$ cat src/hdl/u8s8dpa_pkg.sv
package u8s8dpa_pkg;

	localparam int BYTE_W      = 8;
	localparam int CHUNK_BYTES = 16;
	localparam int PAIR_COUNT  = 8;
	localparam int LANE_COUNT  = 4;
	localparam int PAIR_W      = 16;
	localparam int PROD_W      = 17;
	localparam int PAIR_SUM_W  = 18;
	localparam int LANE_W      = 32;
	localparam int IN_DATA_W   = 4 * 64;
	localparam int OUT_DATA_W  = 32;

	localparam logic signed [PAIR_W-1:0] PAIR_MAX = 16'sh7fff;
	localparam logic signed [PAIR_W-1:0] PAIR_MIN = 16'sh8000;

	typedef logic signed [PAIR_W-1:0] pair_t;
	typedef pair_t [PAIR_COUNT-1:0] pair_vec_t;
	typedef logic [LANE_W-1:0] lane_t;
	typedef lane_t [LANE_COUNT-1:0] lane_vec_t;

	// Handshake between the pair stage and the lane bank.
	typedef struct packed {
		logic advance;
		logic last;
	} stage_ctrl_t;

endpackage

$ cat src/hdl/u8s8dpa_pair.sv
module u8s8dpa_pair (
	input  logic                              clk,
	input  logic                              load,
	input  logic [u8s8dpa_pkg::BYTE_W-1:0]    ubyte0,
	input  logic [u8s8dpa_pkg::BYTE_W-1:0]    ubyte1,
	input  logic [u8s8dpa_pkg::BYTE_W-1:0]    sbyte0,
	input  logic [u8s8dpa_pkg::BYTE_W-1:0]    sbyte1,
	output u8s8dpa_pkg::pair_t                pair_s1
);
	import u8s8dpa_pkg::*;

	logic signed [PROD_W-1:0]     prod0;
	logic signed [PROD_W-1:0]     prod1;
	logic signed [PAIR_SUM_W-1:0] pair_sum;
	pair_t                        pair_sat;

	assign prod0    = $signed({1'b0, ubyte0}) * $signed(sbyte0);
	assign prod1    = $signed({1'b0, ubyte1}) * $signed(sbyte1);
	assign pair_sum = PAIR_SUM_W'(prod0) + PAIR_SUM_W'(prod1);

	// Clamp to the signed 16-bit range.
	always_comb begin
		if (pair_sum > PAIR_SUM_W'(PAIR_MAX)) begin
			pair_sat = PAIR_MAX;
		end else if (pair_sum < PAIR_SUM_W'(PAIR_MIN)) begin
			pair_sat = PAIR_MIN;
		end else begin
			pair_sat = pair_sum[PAIR_W-1:0];
		end
	end

	always_ff @(posedge clk) begin
		if (load) begin
			pair_s1 <= pair_sat;
		end
	end

endmodule

$ cat src/hdl/u8s8dpa_lanes.sv
module u8s8dpa_lanes (
	input  logic                     clk,
	input  logic                     arst_n,
	input  u8s8dpa_pkg::stage_ctrl_t ctrl,
	input  u8s8dpa_pkg::pair_vec_t   pairs_s1,
	output u8s8dpa_pkg::lane_vec_t   lanes_s2
);
	import u8s8dpa_pkg::*;

	lane_vec_t acc_q;
	lane_vec_t acc_next;

	always_comb begin
		for (int p = 0; p < LANE_COUNT; p++) begin
			acc_next[p] = acc_q[p] + LANE_W'(pairs_s1[p]) + LANE_W'(pairs_s1[p + LANE_COUNT]);
		end
	end

	// Clear the lanes once a closing chunk has been folded in.
	always_ff @(posedge clk or negedge arst_n) begin
		if (!arst_n) begin
			acc_q <= '0;
		end else if (ctrl.advance) begin
			acc_q <= ctrl.last ? '0 : acc_next;
		end
	end

	always_ff @(posedge clk) begin
		if (ctrl.advance && ctrl.last) begin
			lanes_s2 <= acc_next;
		end
	end

endmodule

$ cat src/hdl/u8s8dpa_merge.sv
module u8s8dpa_merge (
	input  logic                                 clk,
	input  logic                                 load,
	input  u8s8dpa_pkg::lane_vec_t               lanes_s2,
	output logic [u8s8dpa_pkg::OUT_DATA_W-1:0]   total_q
);
	import u8s8dpa_pkg::*;

	lane_t sum_lo;
	lane_t sum_hi;

	assign sum_lo = lanes_s2[0] + lanes_s2[1];
	assign sum_hi = lanes_s2[2] + lanes_s2[3];

	always_ff @(posedge clk) begin
		if (load) begin
			total_q <= sum_lo + sum_hi;
		end
	end

endmodule

$ cat src/hdl/u8s8_dot_product_accumulator_unit.sv
// u8s8 dot product accumulator: every input transaction carries one 16-byte
// chunk, 16 unsigned bytes against 16 signed bytes. Eight pair units multiply
// neighboring byte pairs and clamp each pair sum to signed 16 bits; four lane
// accumulators add pair p and pair p+4 with 32-bit wrap. A transaction with
// s_tlast set closes the dot product: its chunk is folded in, the four lanes
// are summed (32-bit wrap) into one output transaction, and the lanes restart
// at zero for the next chunk. The unit takes one chunk per clock cycle while
// no closing chunk waits for room in the snapshot stage; the rate is set by
// the lane accumulator loop, one add per chunk. A closing chunk passes the
// pair stage, then the lane snapshot, and the merge adder loads its total
// into the output register, which drives m_tvalid. The result waits in the
// output register while further chunks keep streaming in; up to three
// pending results are held before s_tready drops. Reset clears the lanes.
module u8s8_dot_product_accumulator_unit (
	input  logic                                clk,
	input  logic                                arst_n,
	input  logic                                s_tvalid,
	output logic                                s_tready,
	// [63:0] unsigned_bytes_low, [127:64] unsigned_bytes_high,
	// [191:128] signed_bytes_low, [255:192] signed_bytes_high
	input  logic [u8s8dpa_pkg::IN_DATA_W-1:0]   s_tdata,
	input  logic                                s_tlast,   // last_chunk
	output logic                                m_tvalid,
	input  logic                                m_tready,
	// [31:0] dot_product, signed
	output logic [u8s8dpa_pkg::OUT_DATA_W-1:0]  m_tdata
);
	import u8s8dpa_pkg::*;

	localparam int HALF_W = CHUNK_BYTES * BYTE_W;

	logic              valid_s1;
	logic              last_s1;
	logic              valid_s2;
	logic              out_valid_q;
	logic              load_s1;
	logic              adv_s1;
	logic              adv_s2;
	logic [HALF_W-1:0] ubytes;
	logic [HALF_W-1:0] sbytes;
	pair_vec_t         pairs_s1;
	lane_vec_t         lanes_s2;
	stage_ctrl_t       lane_ctrl;

	assign ubytes = s_tdata[HALF_W-1:0];
	assign sbytes = s_tdata[2*HALF_W-1:HALF_W];

	// Stage advance: a non-closing chunk only feeds the lanes and always moves
	// on; a closing chunk needs room in the snapshot stage.
	assign adv_s2   = valid_s2 && (!out_valid_q || m_tready);
	assign adv_s1   = valid_s1 && (!last_s1 || !valid_s2 || adv_s2);
	assign s_tready = !valid_s1 || adv_s1;
	assign load_s1  = s_tvalid && s_tready;

	always_ff @(posedge clk or negedge arst_n) begin
		if (!arst_n) begin
			valid_s1    <= 1'b0;
			valid_s2    <= 1'b0;
			out_valid_q <= 1'b0;
		end else begin
			if (load_s1) begin
				valid_s1 <= 1'b1;
			end else if (adv_s1) begin
				valid_s1 <= 1'b0;
			end
			if (adv_s1 && last_s1) begin
				valid_s2 <= 1'b1;
			end else if (adv_s2) begin
				valid_s2 <= 1'b0;
			end
			if (adv_s2) begin
				out_valid_q <= 1'b1;
			end else if (m_tready) begin
				out_valid_q <= 1'b0;
			end
		end
	end

	always_ff @(posedge clk) begin
		if (load_s1) begin
			last_s1 <= s_tlast;
		end
	end

	// One pair unit per byte pair of the chunk.
	for (genvar p = 0; p < PAIR_COUNT; p++) begin : g_pair
		u8s8dpa_pair u_pair (
			.clk     (clk),
			.load    (load_s1),
			.ubyte0  (ubytes[2*p*BYTE_W +: BYTE_W]),
			.ubyte1  (ubytes[(2*p+1)*BYTE_W +: BYTE_W]),
			.sbyte0  (sbytes[2*p*BYTE_W +: BYTE_W]),
			.sbyte1  (sbytes[(2*p+1)*BYTE_W +: BYTE_W]),
			.pair_s1 (pairs_s1[p])
		);
	end

	assign lane_ctrl.advance = adv_s1;
	assign lane_ctrl.last    = last_s1;

	u8s8dpa_lanes u_lanes (
		.clk      (clk),
		.arst_n   (arst_n),
		.ctrl     (lane_ctrl),
		.pairs_s1 (pairs_s1),
		.lanes_s2 (lanes_s2)
	);

	u8s8dpa_merge u_merge (
		.clk      (clk),
		.load     (adv_s2),
		.lanes_s2 (lanes_s2),
		.total_q  (m_tdata)
	);

	assign m_tvalid = out_valid_q;

endmodule

$ cat config.mk
export PLATFORM = sky130hd
export DESIGN_NAME = u8s8_dot_product_accumulator_unit
export DESIGN_NICKNAME = d
export VERILOG_FILES = /design/src/hdl/u8s8dpa_pkg.sv /design/src/hdl/u8s8dpa_pair.sv /design/src/hdl/u8s8dpa_lanes.sv /design/src/hdl/u8s8dpa_merge.sv /design/src/hdl/u8s8_dot_product_accumulator_unit.sv
export SDC_FILE = /design/constraint.sdc
export NUM_CORES = 2
export LEC_CHECK = 0
export ABC_AREA = 1
export BUFFER_PORTS_ARGS = -buffer_cell sky130_fd_sc_hd__buf_2
export CORE_UTILIZATION = 45
export CTS_BUF_LIST = sky130_fd_sc_hd__clkbuf_8
export DETAILED_ROUTE_END_ITERATION = 7
export SLEW_MARGIN = 30
export SYNTH_ARGS = -nofsm -noshare
export SYNTH_HDL_FRONTEND = slang
export SYNTH_SLANG_ARGS = --single-unit
$ cat constraint.sdc
create_clock -name clk -period 19.6 [get_ports clk]
set_input_delay 3.92 -clock clk [delete_from_list [all_inputs] [get_ports clk]]
set_output_delay 3.92 -clock clk [all_outputs]
set_load 0.01 [all_outputs]
==> run_results.csv <==
group,metric,value,unit
outcome,status,"finished, final reports clean",
cells_and_area,nNetsFinal,11100,
clock_network,cts_buffer_depth,3,
timing,skew,0.0581,ns
cells_and_area,fill_cells,15200,
die,row_count,143,
critical_path,cp-start-kind,"input pin",
global_routing,antenna_found_initial,21,
routing,vias,54300,
synth,ys_seq_area_share,17.2,%
critical_path,end_kind,"flip-flop",
global_routing,overflow,0,
synth,synth_top_area_share,28.3,%
worst_hold_path,holdCritPathClass,"reg2reg",
global_routing,grt_pass1_vias,55300,
clock_network,clock_sinks,420,
synth,synth_area,69500,sq um
critical_path,r2r_slack,15.64,ns
synth,synth_edf_count,289,
synth,syn-num-nets,11000,
clock_network,cts_buffers,77,
critical_path,r2r_end,"u_merge.total_q[17]$_DFFE_PP_",
place,port_buffers,294,
global_routing,grt_usage,24.4,%
timing,worst_hold_slack,0.504,ns
critical_path,worstSetupEndpoint,"g_pair[2].u_pair.pair_s1[1]$_SDFFCE_PN1P_",
die,die_w,395,um
critical_path,worstPathRequired,20.02,ns
timing,tightest_slew,0.957,ns
die,ios,295,
timing,grt_setup_unrepaired,"false",
clock_network,cts_tree,"yes",
synth,yosys_warnings,0,
synth,synth_area_leaders,"fa_1 (28%), nand2_1 (15%), inv_1 (13%)",
critical_path,worst-setup-path-type,"in2reg",
timing,setup_ws,10.60,ns
routing,ant_nets,0,
timing,tns,0,ns
clock_network,cts.clk_slew.worst_paths,0.06,ns
critical_path,timing.rr.start,"u_lanes.lanes_s2[1]$_DFFE_PP_",
critical_path,rr_worst_depth,13,
synth,synthFlopType,"edfxtp_1",
synth,syn_avg_cell_area,7.67,sq um
place,dpl.cell_count,11100,
timing,max-slew-margin-rel,36.2,%
routing,wl_per_cell,16.5,um
timing,finalSetupViolCount,0,
timing,hold_violations,0,
synth,ys_types,41,
critical_path,crit_arrival,9.42,ns
cells_and_area,final_cells,11300,
clock_network,post_cts_resize_count,0,
global_routing,top_usage_layer,"met2",
global_routing,grtUsageMet2,39.1,%
die,start_util,45.6,%
critical_path,cp.depth,24,
timing,fmaxAchievable,0.111,GHz
synth,yosys.area.top_type,"fa_1",
global_routing,met1_usage,35.0,%
critical_path,crit_path_max_fanout,15,
timing,drv_slew,0,
critical_path,path_cells,"buf_2 > clkinv_1 > or2_2 > fa_1 > fa_1 > inv_1 > fa_1 > fa_1 > fa_1 > inv_1 > fa_1 > inv_1 > ha_1 > nand2_1 > inv_1 > nand3_1 > nand2_1 > nand2_1 > nand2_1 > nand2_1 > nand2_2 > nand2_2 > nand2_1 > nand2_1",
clock_network,cts_root_buf,"clkbuf_8",
critical_path,critPathLaunch,"s_tdata[167]",
die,design.core.area,153000,sq um
die,die_y,395,um
global_routing,grt_max_degree,79,
place,hpwl,161000,um
global_routing,use_met3,3.50,%
critical_path,crit_family,"adder cells",
critical_path,cpMostUsedCell,"nand2_1",
timing,finalCritPeriodShare,45.9,%
routing,detail_route.iter0.violations,3891,
routing,vias_per_cell,4.81,
synth,synth_seq_cells,420,
die,die_area,156000,sq um
routing,first_pass_iters,6,
routing,drc,0,
critical_path,crit_slowest_cell,"fa_1",
synth,syn_inst,9063,
clock_network,clock_latency,0.70,ns
timing,min_period,9.00,ns
clock_network,post-cts-setup-buffers,0,
job,max-cap-violations,0,
critical_path,cpPeakStageDelay,0.54,ns
routing,wl,186000,um
clock_network,cts_hold_buf,0,
place,dpl_worst_slack,9.89,ns
clock_network,htreeDepth,3,
cells_and_area,drive_above_1_share,6.05,%
critical_path,cp_num_buf_inv,6,
synth,async_reset_ff_share,31.2,%
cells_and_area,final_cell_mix,"nand2_1 (2735), inv_1 (2476), fa_1 (982)",
cells_and_area,synthToLayoutAreaGrowth,6.61,%
global_routing,grt_pass1_wl,300000,um
place,routabilityCongestion,0.965,
cells_and_area,final_common_cell,"nand2_1",
cell usage after synthesis, types with 81 or more instances:
cell / count
dfrtp_1: 131
o21ai_0: 81
a21oi_1: 189
ha_1: 723
xor2_1: 122
fa_1: 982
edfxtp_1: 289
nand2_1: 2736
inv_1: 2449
nand3_1: 247
clkbuf_1: 263
nor2_1: 388
per-stage QoR:
stage          instance area [sq um]  util, %
3_3_place_gp                   72500     47.5
5_1_grt                        74100     48.6
4_1_cts                        74000     48.5
3_5_place_dp                   72500     47.5
6_report                       74100     48.6
2_1_floorplan                  69500        -
how the worst min path moves through the flow:
stage / end / from / slack, ns / depth (start not counted)
floorplan: m_tvalid$_DFFE_PN0P_ / valid_s2$_DFFE_PN0P_ / 0.44 / 2
global placement: u_lanes.acc_q[83]$_DFFE_PN0P_ / u_lanes.acc_q[83]$_DFFE_PN0P_ / 0.48 / 2
detailed placement: u_lanes.acc_q[48]$_DFFE_PN0P_ / u_lanes.acc_q[48]$_DFFE_PN0P_ / 0.49 / 2
CTS: u_lanes.acc_q[48]$_DFFE_PN0P_ / u_lanes.acc_q[48]$_DFFE_PN0P_ / 0.50 / 2
global route: u_lanes.acc_q[50]$_DFFE_PN0P_ / u_lanes.acc_q[50]$_DFFE_PN0P_ / 0.52 / 2
finish: m_tvalid$_DFFE_PN0P_ / valid_s2$_DFFE_PN0P_ / 0.50 / 2
flip-flops by register name, indices dropped and copies added (netlist names):
signal	flops
g_pair.u_pair.pair_s1	128
u_lanes.acc_q	128
u_lanes.lanes_s2	128
u_merge.total_q	32
last_s1	1
m_tvalid	1
valid_s1	1
valid_s2	1
cell type report:
class | instances | area (sq um) | area share (%)
Tap cell | 2030 | 2540 | 3.43
Multi-Input combinational cell | 5889 | 47200 | 63.6
Antenna cell | 11 | 27.5 | 0.0371
Clock inverter | 60 | 362 | 0.488
Sequential cell | 420 | 12000 | 16.1
Clock buffer | 82 | 1130 | 1.52
Timing Repair Buffer | 313 | 1680 | 2.26
Inverter | 2471 | 9280 | 12.5
per-layer routing:
layer  routed length [um]  share of wire [%]  vias up
met5                    7             0.0038        -
met4                 4090                2.2        2
met3                10900                5.9      200
met2                83900                 45     1294
met1                87500                 47    26100
li1                     -                  -    26700
tightest hold or removal path, cell delays in order, from the launching register on:
cell	delay (ns)
dfrtp_1	0.32
inv_1	0.08
nand2_1	0.07
kinds of logic after synthesis:
| logic type | count (synthesis) | synth area share, % |
|---|---|---|
| AO/OA/AOI/OAI | 360 | 3.05 |
| flip-flops | 420 | 17.2 |
| buffers and inverters | 2754 | 15.0 |
| AND/OR/NAND/NOR | 3652 | 21.3 |
| XOR/XNOR | 172 | 2.17 |
| adder cells (fa/ha/maj) | 1705 | 41.3 |
Power is left out: the tool's default activity adds up to more than one toggle a clock period on the data nets, which glitch-free logic cannot reach.
